File: config.mk
export PLATFORM = sky130hd
export DESIGN_NAME = quadrature_decoder_with_acceleration
export DESIGN_NICKNAME = d
export VERILOG_FILES = /design/src/rtl/qda_pkg.sv /design/src/rtl/qda_hist.sv /design/src/rtl/qda_div.sv /design/src/rtl/quadrature_decoder_with_acceleration.sv
export SDC_FILE = /design/constraint.sdc
export NUM_CORES = 1
export LEC_CHECK = 0
export BUFFER_PORTS_ARGS = -buffer_cell sky130_fd_sc_hd__clkbuf_2
export CORE_MARGIN = 8
export CORE_UTILIZATION = 35
export CTS_CLUSTER_DIAMETER = 120
export DETAILED_ROUTE_END_ITERATION = 8
export GPL_TIMING_DRIVEN = 0
export SETUP_SLACK_MARGIN = 0.3
export SYNTH_ARGS = -nofsm -noshare
export SYNTH_HDL_FRONTEND = slang
export SYNTH_HIERARCHICAL = 1
export SYNTH_SLANG_ARGS = --single-unit
File: constraint.sdc
create_clock -name clk -period 6.2 [get_ports clk]
set_input_delay 0.62 -clock clk [delete_from_list [all_inputs] [get_ports clk]]
set_output_delay 0.62 -clock clk [all_outputs]
set_load 0.005 [all_outputs]
File: src/rtl/qda_pkg.sv
package qda_pkg;

    localparam int TIME_W = 16;
    localparam int CFG_W  = 16;
    localparam int CIDX_W = 2;
    localparam int DIV_W  = 16;
    localparam int DIVR_W = 8;
    localparam int DIV_CW = $clog2(DIV_W + 1);

    // operation codes
    localparam logic [1:0] OP_SEED = 2'd0;
    localparam logic [1:0] OP_EDGE = 2'd1;
    localparam logic [1:0] OP_READ = 2'd2;

    // register indexes
    localparam logic [CIDX_W-1:0] CFG_SLOW  = 2'd0;
    localparam logic [CIDX_W-1:0] CFG_FAST  = 2'd1;
    localparam logic [CIDX_W-1:0] CFG_DECAY = 2'd2;
    localparam logic [CIDX_W-1:0] CFG_MAXM  = 2'd3;

    // register reset values, and the cap on the multiplier
    localparam logic [7:0]        SLOW_RST  = 8'd25;
    localparam logic [7:0]        FAST_RST  = 8'd3;
    localparam logic [TIME_W-1:0] DECAY_RST = 16'd100;
    localparam logic [3:0]        MAXM_RST  = 4'd4;
    localparam logic [3:0]        MAXM_CAP  = 4'd8;

    // direction codes, two's complement of the step
    localparam logic [1:0] DIR_NONE = 2'b00;
    localparam logic [1:0] DIR_POS  = 2'b01;
    localparam logic [1:0] DIR_NEG  = 2'b11;

    typedef struct packed {
        logic [TIME_W-1:0] stamp;
        logic [1:0]        dir;
    } hist_entry_t;

    typedef struct packed {
        logic              start;
        logic [DIV_W-1:0]  dividend;
        logic [DIVR_W-1:0] divisor;
    } div_req_t;

    typedef struct packed {
        logic             busy;
        logic             done;
        logic [DIV_W-1:0] quotient;
    } div_rsp_t;

endpackage

File: src/rtl/qda_hist.sv
module qda_hist #(
    parameter int HISTORY_DEPTH = 8
) (
    input  logic                             clk,
    input  logic                             wr_en,
    input  logic [$clog2(HISTORY_DEPTH)-1:0] wr_addr,
    input  qda_pkg::hist_entry_t             wr_entry,
    input  logic [$clog2(HISTORY_DEPTH)-1:0] rd_addr,
    output qda_pkg::hist_entry_t             rd_entry
);
    import qda_pkg::*;

    hist_entry_t mem [HISTORY_DEPTH];
    hist_entry_t rd_entry_reg;

    always_ff @(posedge clk)
    begin
        if (wr_en)
        begin
            mem[wr_addr] <= wr_entry;
        end
    end

    always_ff @(posedge clk)
    begin
        rd_entry_reg <= mem[rd_addr];
    end

    assign rd_entry = rd_entry_reg;

endmodule

File: src/rtl/qda_div.sv
module qda_div (
    input  logic              clk,
    input  logic              rst_n,
    input  qda_pkg::div_req_t req,
    output qda_pkg::div_rsp_t rsp
);
    import qda_pkg::*;

    logic              busy_reg, busy_next;
    logic              done_reg, done_next;
    logic [DIV_CW-1:0] cnt_reg, cnt_next;
    logic [DIV_W-1:0]  dvd_reg, dvd_next;
    logic [DIVR_W-1:0] rem_reg, rem_next;
    logic [DIVR_W-1:0] dsr_reg, dsr_next;
    logic [DIVR_W:0]   rem_sh;
    logic [DIVR_W:0]   diff;

    // restoring division, one quotient bit a cycle
    always_comb
    begin
        busy_next = busy_reg;
        done_next = 1'b0;
        cnt_next  = cnt_reg;
        dvd_next  = dvd_reg;
        rem_next  = rem_reg;
        dsr_next  = dsr_reg;
        rem_sh    = {rem_reg, dvd_reg[DIV_W-1]};
        diff      = rem_sh - {1'b0, dsr_reg};
        if (req.start)
        begin
            busy_next = 1'b1;
            cnt_next  = DIV_CW'(DIV_W);
            dvd_next  = req.dividend;
            rem_next  = '0;
            dsr_next  = req.divisor;
        end
        else if (busy_reg)
        begin
            if (!diff[DIVR_W])
            begin
                rem_next = diff[DIVR_W-1:0];
                dvd_next = {dvd_reg[DIV_W-2:0], 1'b1};
            end
            else
            begin
                rem_next = rem_sh[DIVR_W-1:0];
                dvd_next = {dvd_reg[DIV_W-2:0], 1'b0};
            end
            cnt_next = cnt_reg - 1'b1;
            if (cnt_reg == DIV_CW'(1))
            begin
                busy_next = 1'b0;
                done_next = 1'b1;
            end
        end
    end

    always_ff @(posedge clk or negedge rst_n)
    begin
        if (!rst_n)
        begin
            busy_reg <= 1'b0;
            done_reg <= 1'b0;
            cnt_reg  <= '0;
        end
        else
        begin
            busy_reg <= busy_next;
            done_reg <= done_next;
            cnt_reg  <= cnt_next;
        end
    end

    always_ff @(posedge clk)
    begin
        dvd_reg <= dvd_next;
        rem_reg <= rem_next;
        dsr_reg <= dsr_next;
    end

    assign rsp.busy     = busy_reg;
    assign rsp.done     = done_reg;
    assign rsp.quotient = dvd_reg;

endmodule

File: src/rtl/quadrature_decoder_with_acceleration.sv
// seed and edge items leave the block idle; the block takes the next item in the following cycle
// a read reaches S_OUT, which raises result_valid, directly for a zero quotient or short history,
// through S_NEW and S_AGE for a stale history, on through a scan of the ring and S_DECIDE for a
// disagreeing majority, and on through one pass of the shared 16-step divider or two (mean, multiplier);
// a full, stalled output slot holds the block until the result is posted
// asynchronous active-low reset loads default registers and empties phase, count and history
module quadrature_decoder_with_acceleration #(
    parameter int HISTORY_DEPTH = 8
) (
    input  logic                                 clk,
    input  logic                                 rst_n,
    input  logic                                 cfg_we,
    input  logic [qda_pkg::CIDX_W-1:0]           cfg_index,
    input  logic [qda_pkg::CFG_W-1:0]            cfg_data,
    input  logic                                 item_valid,
    output logic                                 item_stall,
    input  logic [1:0]                           operation,
    input  logic                                 pin_a,
    input  logic                                 pin_b,
    input  logic [qda_pkg::TIME_W-1:0]           now_ms,
    output logic                                 result_valid,
    input  logic                                 result_stall,
    output logic signed [7:0]                    detent_count
);
    import qda_pkg::*;

    localparam int HW = $clog2(HISTORY_DEPTH);
    localparam int FW = $clog2(HISTORY_DEPTH + 1);

    localparam logic [2:0] S_IDLE   = 3'd0;
    localparam logic [2:0] S_NEW    = 3'd1;
    localparam logic [2:0] S_AGE    = 3'd2;
    localparam logic [2:0] S_SCAN   = 3'd3;
    localparam logic [2:0] S_DECIDE = 3'd4;
    localparam logic [2:0] S_DIV1   = 3'd5;
    localparam logic [2:0] S_DIV2   = 3'd6;
    localparam logic [2:0] S_OUT    = 3'd7;

    logic [2:0]        state_reg, state_next;
    logic [7:0]        slow_reg, fast_reg;
    logic [TIME_W-1:0] decay_reg;
    logic [3:0]        maxm_reg;
    logic [1:0]        phase_reg, phase_next;
    logic signed [7:0] acc_reg, acc_next;
    logic [1:0]        prev_reg, prev_next;
    logic [HW-1:0]     head_reg, head_next;
    logic [FW-1:0]     fill_reg, fill_next;
    logic signed [6:0] q_reg, q_next;
    logic [TIME_W-1:0] now_reg, now_next;
    logic [TIME_W-1:0] newest_reg, newest_next;
    logic [TIME_W-1:0] oldest_reg, oldest_next;
    logic [HW-1:0]     idx_reg, idx_next;
    logic [FW-1:0]     iss_reg, iss_next;
    logic [FW-1:0]     pos_reg, pos_next;
    logic [FW-1:0]     neg_reg, neg_next;
    logic [3:0]        mx_reg, mx_next;
    logic [7:0]        res_reg, res_next;
    logic              out_valid_reg, out_valid_next;
    logic [7:0]        out_data_reg, out_data_next;

    logic              accept;
    logic [1:0]        new_phase;
    logic [1:0]        d;
    logic [1:0]        step_dir;
    logic              reversal;
    logic signed [7:0] acc_base;
    logic [FW-1:0]     fill_base;
    logic [7:0]        mag;
    logic signed [6:0] qmag;
    logic signed [6:0] q_calc;
    logic signed [7:0] rem_calc;
    logic [HW-1:0]     newest_idx;
    logic [HW-1:0]     tail_idx;
    logic [FW:0]       oldest_tmp;
    logic [TIME_W-1:0] age;
    logic [7:0]        diff_slow;
    logic [10:0]       mul_num;

    logic              wr_en;
    hist_entry_t       wr_entry;
    logic [HW-1:0]     rd_addr;
    hist_entry_t       rd_entry;
    div_req_t          div_req;
    div_rsp_t          div_rsp;

    function automatic logic [HW-1:0] idx_inc(input logic [HW-1:0] i);
        idx_inc = (i == HW'(HISTORY_DEPTH - 1)) ? '0 : i + 1'b1;
    endfunction

    function automatic logic [7:0] sat_mul(input logic signed [6:0] q, input logic [3:0] m);
        logic signed [11:0] p;
        p = q * $signed({1'b0, m});
        if (p > 12'sd127)
            sat_mul = 8'h7f;
        else if (p < -12'sd128)
            sat_mul = 8'h80;
        else
            sat_mul = p[7:0];
    endfunction

    qda_hist #(
        .HISTORY_DEPTH(HISTORY_DEPTH)
    ) u_hist (
        .clk      (clk),
        .wr_en    (wr_en),
        .wr_addr  (head_reg),
        .wr_entry (wr_entry),
        .rd_addr  (rd_addr),
        .rd_entry (rd_entry)
    );

    qda_div u_div (
        .clk   (clk),
        .rst_n (rst_n),
        .req   (div_req),
        .rsp   (div_rsp)
    );

    assign accept     = item_valid && !item_stall;
    assign item_stall = (state_reg != S_IDLE);

    // phase code: {a, a ^ b}
    assign new_phase = {pin_a, pin_a ^ pin_b};
    assign d         = phase_reg - new_phase;
    assign step_dir  = d[1] ? DIR_POS : DIR_NEG;
    assign reversal  = (prev_reg != DIR_NONE) && (prev_reg != step_dir);
    assign acc_base  = (reversal && (acc_reg > -8'sd4) && (acc_reg < 8'sd4)) ? 8'sd0 : acc_reg;
    assign fill_base = reversal ? '0 : fill_reg;

    // divide by four toward zero; full negative count has magnitude 128
    assign mag      = acc_reg[7] ? 8'(-acc_reg) : acc_reg;
    assign qmag     = {1'b0, mag[7:2]};
    assign q_calc   = acc_reg[7] ? -qmag : qmag;
    assign rem_calc = acc_reg[7] ? -$signed({6'b0, mag[1:0]}) : $signed({6'b0, mag[1:0]});

    assign newest_idx = (head_reg == '0) ? HW'(HISTORY_DEPTH - 1) : head_reg - 1'b1;
    assign oldest_tmp = (FW+1)'(head_reg) + (FW+1)'(HISTORY_DEPTH) - {1'b0, fill_reg};
    assign tail_idx   = (oldest_tmp >= (FW+1)'(HISTORY_DEPTH))
                        ? HW'(oldest_tmp - (FW+1)'(HISTORY_DEPTH)) : HW'(oldest_tmp);

    assign age       = now_reg - rd_entry.stamp;
    assign diff_slow = slow_reg - div_rsp.quotient[7:0];
    assign mul_num   = 11'(mx_reg - 4'd1) * 11'(diff_slow);

    assign wr_en          = accept && (operation == OP_EDGE) && d[0];
    assign wr_entry.stamp = now_ms;
    assign wr_entry.dir   = step_dir;

    always_comb
    begin
        case (state_reg)
            S_NEW:   rd_addr = newest_idx;
            S_AGE:   rd_addr = tail_idx;
            default: rd_addr = idx_reg;
        endcase
    end

    always_comb
    begin
        state_next     = state_reg;
        phase_next     = phase_reg;
        acc_next       = acc_reg;
        prev_next      = prev_reg;
        head_next      = head_reg;
        fill_next      = fill_reg;
        q_next         = q_reg;
        now_next       = now_reg;
        newest_next    = newest_reg;
        oldest_next    = oldest_reg;
        idx_next       = idx_reg;
        iss_next       = iss_reg;
        pos_next       = pos_reg;
        neg_next       = neg_reg;
        mx_next        = mx_reg;
        res_next       = res_reg;
        out_valid_next = out_valid_reg && result_stall;
        out_data_next  = out_data_reg;
        div_req.start    = 1'b0;
        div_req.dividend = newest_reg - oldest_reg;
        div_req.divisor  = DIVR_W'(fill_reg - 1'b1);

        case (state_reg)
            S_IDLE:
            begin
                if (accept)
                begin
                    case (operation)
                        OP_SEED:
                        begin
                            phase_next = new_phase;
                            acc_next   = '0;
                            prev_next  = DIR_NONE;
                            head_next  = '0;
                            fill_next  = '0;
                        end
                        OP_EDGE:
                        begin
                            if (d[0])
                            begin
                                phase_next = new_phase;
                                prev_next  = step_dir;
                                acc_next   = acc_base + (d[1] ? 8'sd1 : -8'sd1);
                                head_next  = idx_inc(head_reg);
                                fill_next  = (fill_base < FW'(HISTORY_DEPTH))
                                             ? fill_base + 1'b1 : fill_base;
                            end
                        end
                        OP_READ:
                        begin
                            acc_next = rem_calc;
                            q_next   = q_calc;
                            now_next = now_ms;
                            res_next = {q_calc[6], q_calc};
                            if (q_calc == 7'sd0 || fill_reg < FW'(2))
                                state_next = S_OUT;
                            else
                                state_next = S_NEW;
                        end
                        default:
                        begin
                        end
                    endcase
                end
            end
            S_NEW:
            begin
                state_next = S_AGE;
            end
            S_AGE:
            begin
                if (age > decay_reg)
                begin
                    state_next = S_OUT;
                end
                else
                begin
                    newest_next = rd_entry.stamp;
                    idx_next    = idx_inc(tail_idx);
                    iss_next    = FW'(1);
                    pos_next    = '0;
                    neg_next    = '0;
                    state_next  = S_SCAN;
                end
            end
            S_SCAN:
            begin
                // entry issued last cycle arrives now; first one is the oldest
                if (iss_reg == FW'(1))
                    oldest_next = rd_entry.stamp;
                if (rd_entry.dir == DIR_POS)
                    pos_next = pos_reg + 1'b1;
                else if (rd_entry.dir == DIR_NEG)
                    neg_next = neg_reg + 1'b1;
                if (iss_reg < fill_reg)
                begin
                    idx_next = idx_inc(idx_reg);
                    iss_next = iss_reg + 1'b1;
                end
                else
                begin
                    state_next = S_DECIDE;
                end
            end
            S_DECIDE:
            begin
                if (((pos_reg > neg_reg) && q_reg[6]) || ((neg_reg > pos_reg) && !q_reg[6]))
                begin
                    state_next = S_OUT;
                end
                else
                begin
                    div_req.start = 1'b1;
                    if (maxm_reg == 4'd0)
                        mx_next = 4'd1;
                    else if (maxm_reg > MAXM_CAP)
                        mx_next = MAXM_CAP;
                    else
                        mx_next = maxm_reg;
                    state_next = S_DIV1;
                end
            end
            S_DIV1:
            begin
                if (div_rsp.done)
                begin
                    if (div_rsp.quotient >= DIV_W'(slow_reg))
                    begin
                        state_next = S_OUT;
                    end
                    else if (div_rsp.quotient <= DIV_W'(fast_reg))
                    begin
                        res_next   = sat_mul(q_reg, mx_reg);
                        state_next = S_OUT;
                    end
                    else
                    begin
                        div_req.start    = 1'b1;
                        div_req.dividend = DIV_W'(mul_num);
                        div_req.divisor  = slow_reg - fast_reg;
                        state_next       = S_DIV2;
                    end
                end
            end
            S_DIV2:
            begin
                if (div_rsp.done)
                begin
                    res_next   = sat_mul(q_reg, div_rsp.quotient[3:0] + 4'd1);
                    state_next = S_OUT;
                end
            end
            S_OUT:
            begin
                if (!out_valid_reg || !result_stall)
                begin
                    out_valid_next = 1'b1;
                    out_data_next  = res_reg;
                    state_next     = S_IDLE;
                end
            end
            default:
            begin
                state_next = S_IDLE;
            end
        endcase
    end

    always_ff @(posedge clk or negedge rst_n)
    begin
        if (!rst_n)
        begin
            state_reg     <= S_IDLE;
            slow_reg      <= SLOW_RST;
            fast_reg      <= FAST_RST;
            decay_reg     <= DECAY_RST;
            maxm_reg      <= MAXM_RST;
            phase_reg     <= '0;
            acc_reg       <= '0;
            prev_reg      <= DIR_NONE;
            head_reg      <= '0;
            fill_reg      <= '0;
            out_valid_reg <= 1'b0;
        end
        else
        begin
            state_reg     <= state_next;
            phase_reg     <= phase_next;
            acc_reg       <= acc_next;
            prev_reg      <= prev_next;
            head_reg      <= head_next;
            fill_reg      <= fill_next;
            out_valid_reg <= out_valid_next;
            if (cfg_we)
            begin
                case (cfg_index)
                    CFG_SLOW:  slow_reg  <= cfg_data[7:0];
                    CFG_FAST:  fast_reg  <= cfg_data[7:0];
                    CFG_DECAY: decay_reg <= cfg_data;
                    CFG_MAXM:  maxm_reg  <= cfg_data[3:0];
                    default:
                    begin
                    end
                endcase
            end
        end
    end

    always_ff @(posedge clk)
    begin
        q_reg        <= q_next;
        now_reg      <= now_next;
        newest_reg   <= newest_next;
        oldest_reg   <= oldest_next;
        idx_reg      <= idx_next;
        iss_reg      <= iss_next;
        pos_reg      <= pos_next;
        neg_reg      <= neg_next;
        mx_reg       <= mx_next;
        res_reg      <= res_next;
        out_data_reg <= out_data_next;
    end

    assign result_valid = out_valid_reg;
    assign detent_count = out_data_reg;

    a_fill_bound: assert property (@(posedge clk) disable iff (!rst_n)
        fill_reg <= FW'(HISTORY_DEPTH))
        else $error("history fill above depth");

    a_div_idle_start: assert property (@(posedge clk) disable iff (!rst_n)
        div_req.start |-> !div_rsp.busy)
        else $error("divider started while busy");

    a_scan_range: assert property (@(posedge clk) disable iff (!rst_n)
        (state_reg == S_SCAN) |-> (fill_reg >= FW'(2) && iss_reg != '0 && iss_reg <= fill_reg))
        else $error("history scan out of range");

    a_out_slot: assert property (@(posedge clk) disable iff (!rst_n)
        (state_reg == S_OUT && out_valid_reg && result_stall) |=> (state_reg == S_OUT))
        else $error("result dropped while output slot full");

endmodule

**Word level (Yosys, flattened, before mapping)**

Memory sizes are Yosys's and may differ from the RTL's. A register that Yosys moved wholly into a read port is not among the register bits.
Cells that the tools add are included.

- Bits in registers: 188
- Logic and storage cells: 239
- Memory bits (writable): 144
- Bits of input ports: 43
- Memories kept: 1

Memories:

| name | depth | bits a word | rd ports | clocked after memory_dff | wr ports | line | RTL |
|---|---|---|---|---|---|---|---|
| u_hist.mem | 8 | 18 | 1 | 1 | 1 | qda_hist.sv:13 | `hist_entry_t mem [HISTORY_DEPTH];` |

- Bitwise operators: 3
- Mux-type cells: 82
- Add/sub/neg operators: 25
- Reduce and logical (&&, ||, !) cells: 46
- Magnitude comparators: 16
- $mul: 3
- Equality and inequality tests: 34

Operator list:

| kind | number |
|---|---|
| $mux W8 | 16 |
| $mux W25 | 3 |
| $mux W3 | 17 |
| $pmux W8 S3 | 2 |
| $mux W4 | 10 |
| $mux W16 | 2 |
| $pmux W4 S2 | 4 |
| $sub A16 B16 Y16 | 2 |
| $gt A12 B8 Y1 const B | 2 |
| $lt A12 B8 Y1 const B | 2 |
| $mul A7 B5 Y12 | 2 |
| $mux W24 | 1 |
| $pmux W3 S8 | 1 |
| $ne A2 B2 Y1 const B | 11 |
| $eq A3 B3 Y1 const B | 7 |
| $add A4 B1 Y4 const B | 5 |
| $pmux W3 S2 | 3 |
| $ge A16 B8 Y1 | 1 |
| $gt A16 B16 Y1 | 1 |
| $le A16 B8 Y1 | 1 |
| $reduce_and A2 Y1 | 8 |
| $sub A8 B8 Y8 | 2 |
| $mux W1 | 13 |
| $reduce_and A4 Y1 | 3 |
| 49 further kinds | 90 |

**Longest topological paths before layout**

- Depth after elaboration: 11
- Mapped depth: 24

**By module**

The synthesis kept the hierarchy.

By module, submodules not included:

| module | cells each | area each (um^2) | times used | seq. area each (um^2) |
|---|---|---|---|---|
| quadrature_decoder_with_acceleration | 1427 | 13479.2 | 1 | 4190.3 |
| qda_hist | 239 | 5964.5 | 1 | 4684.5 |
| qda_div | 191 | 2120.8 | 1 | 1056.0 |

**Least setup slack after synthesis**

Ideal clock, no wire load.

- Kind: reg2reg
- Start point: register u_div.dvd_reg[0]
- End point: register u_div.dvd_reg[10], data pin
- Period minus slack after synthesis: 5.455 ns
- Arrival: 5.195 ns
- Path slack: 0.745 ns
- Path buffers: 0
- Required time: 5.940 ns
- Library setup time: 0.260 ns
- Cell stages (with the launch flop): 22
- Path through: edfxtp_1 > ha_1 > inv_1 > fa_1 > a21o_1 > a21oi_1 > xnor2_1 > nand2_1 > fa_1 > fa_1 > fa_1 > inv_1 > ha_1 > a21o_1 > a21oi_1 > o21bai_1 > a21oi_1 > o21ai_0 > xnor2_1 > nor4b_1 > a221o_1 > mux2_2

RTL lines:

| what | line | RTL |
|---|---|---|
| from (decl) | qda_div.sv:12 | `logic [DIV_W-1:0] dvd_reg, dvd_next;` |
| from (signal assigned) | qda_div.sv:76 | `dvd_reg <= dvd_next;` |

==> results_dict.tcl <==
set metrics [dict create \
    diodes 0 \
    wirelength_um 48700 \
    cp-start-kind "flop" \
    drv_slew 0 \
    core-area_um2 61300 \
    p_clk_share_pct 17.4 \
    post-place-ws_ns -0.0181 \
    clkTransAtPathRegs_ns 0.06 \
    finalSetupTns_ns 0 \
    seq_power_share_pct 23.7 \
    portBuffers 52 \
    finish.instance_area_um2 24700 \
    ant_nets 0 \
    first_iter_violations 711 \
    die_y_um 264 \
    rows 91 \
    grt_pass1_wl_um 78400 \
    postPlaceCellArea_um2 23100 \
    cap_violations 0 \
    finalHoldViolCount 0 \
    largest_reg_flops 144 \
    grt_usage_pct 13.8 \
    ir_drop_v 0.000349 \
    slew_headroom_pct 22.9 \
    cp_data_required_time_ns 6.53 \
    synth_area_um2 21600 \
    clk_latency_ns 0.58 \
    syn2layout_area_growth_pct 14.4 \
    min_path_type "primary input to asynchronous set/reset pin" \
    grt_overflow 0 \
    placed_cells 2719 \
    worst_slack_ns 0.525 \
    p_comb_share_pct 58.9 \
    switchingPower_mw 6.18 \
    avgRoutedWirePerCell_um 17.4 \
    finalNonFillerCells 2801 \
    worstSetupEndpointType "flop" \
    avgSynthCellArea_um2 11.6 \
    vias_per_cell 5.06 \
    post-route-util_pct 40.3 \
    fin_crit_ns 5.68 \
    post-route-drc-count 0 \
    outcome "finished, final reports clean" \
    io_pins 53 \
    yosys_warnings 6 \
    die_width_um 264 \
    dieArea_um2 69800 \
    dr_total_vias 14200 \
    synthCells 1856 \
    p_int_mw 8.32 \
    routabilityCongestion 0.831 \
    cts_hold_buf 0 \
    cts_buffer_depth 3 \
    grt_pass1_vias 14700 \
    cts_tree "built" \
    leakage_nw 10.3 \
    setup_viol 0 \
    fmax_mhz 176 \
    first_pass_iters 5 \
    powerDensity_nw_per_um2 588 \
    antenna_found_initial 1 \
    critPathKind "flop to flop" \
    fin_crit_sh_pct 91.5 \
    dp_hpwl_um 37400 \
    clkSinkCount 350 \
    critPathMaxFanout 5 \
    rsz0062_at_grt "yes" \
    swShare_pct 42.6 \
    cts_buffers 42 \
    cp_data_arrival_time_ns 6.01 \
    fin_nets 2262 \
    start_util_pct 35.2 \
    htreeDepth 2 \
    cts_root_buffer "clkbuf_16" \
    grt_max_degree 41 \
    layout-drive-gt1-share_pct 13.4 \
    fin_skew_ns 0.0329 \
    tightest_slew_ns 1.15 \
]
## cell type report
class                           count  area (µm²)
Tap cell                          790         988
Multi-Input combinational cell   1250       10700
Clock inverter                     25         324
Timing Repair Buffer               71         531
Buffer                             47         233
Sequential cell                   350        9930
Inverter                          216         811
Clock buffer                       52        1130
Fill cell                        5817       36600
## cell usage in the layout (no fill, tap or decap), types with 10 or more instances in the layout
| cell | count |
|---|---|
| edfxtp_1 | 258 |
| inv_1 | 216 |
| ha_1 | 185 |
| nand2_1 | 115 |
| nor2_1 | 97 |
| o21ai_0 | 76 |
| a21oi_1 | 73 |
| xnor2_1 | 69 |
| mux2_2 | 64 |
| dfrtp_1 | 57 |
| fa_1 | 56 |
| clkbuf_2 | 54 |
| nand3_1 | 42 |
| and2_1 | 42 |
| clkbuf_16 | 42 |
| clkbuf_1 | 36 |
| mux4_1 | 36 |
| xor2_1 | 34 |
| nor2b_1 | 32 |
| a21o_1 | 31 |
| nor3_1 | 27 |
| nand2b_1 | 26 |
| dfxtp_1 | 26 |
| o21a_1 | 16 |
| or3_1 | 14 |
| a31oi_1 | 11 |
| or2_2 | 10 |
| and3_1 | 10 |
| nand4_1 | 10 |
| buf_4 | 10 |
## worst max-delay path: stages, from the launching register on
cell and delay (ns):
edfxtp_1 0.43, ha_1 0.20, inv_1 0.05, fa_1 0.42
a21o_1 0.21, a21oi_4 0.24, xnor2_2 0.17, nand2_1 0.10
fa_1 0.51, fa_1 0.44, fa_1 0.63, inv_1 0.07
ha_1 0.30, a21o_1 0.18, a21oi_1 0.24, o21bai_1 0.11
a21oi_2 0.18, o21ai_0 0.14, xnor2_1 0.20, nor4b_1 0.07
a221o_1 0.27, mux2_2 0.26
## path summary, 6_finish.rpt
path,depth (start not counted),end,slack [ns],from
max,21,u_div/dvd_reg[10],0.52,u_div/dvd_reg[0]
min,1,acc_reg[2],0.06,rst_n
max reg2reg,21,u_div/dvd_reg[10],0.52,u_div/dvd_reg[0]
min reg2reg,0,detent_count[7],0.42,res_reg[7]
max in group asynchronous,2,decay_reg[2],5.51,rst_n
min in group clk,2,decay_reg[13],0.27,cfg_data[13]
## repair_timing
action                                  4_1_cts  5_1_grt
setup buffers                                 2        3
endpoints found under the setup margin        1        4
gates resized for setup                       4        7
## power groups by stage
stage,Combinational [mW],Clock [mW],Sequential (mW)
final,8.54,2.52,3.44
after global placement,8.15,0,3.47
after floorplan,6.48,0,3.35
after global routing,9.62,2.68,3.49
after detailed placement,8.39,0,3.49
after CTS,8.53,2.60,3.43
## per-layer routing
layer,vias to the layer above,GRT usage (%),part of all wire (%),wire length [µm]
li1,6891,-,-,-
met1,7015,17.0,43,21100
met2,193,25.0,51,24700
met3,71,2.24,3.5,1710
met4,0,3.63,2.3,1110
met5,-,0,0,0
## per-stage QoR
stage                     hold WS [ns]  power [mW]
after global routing            0.0631        15.8
after global placement           0.412        11.6
after detailed placement         0.407        11.9
final                           0.0569        14.5
after floorplan                  0.324        9.82
after CTS                       0.0442        14.6
No activity file was read; power rests on OpenSTA's default activity.
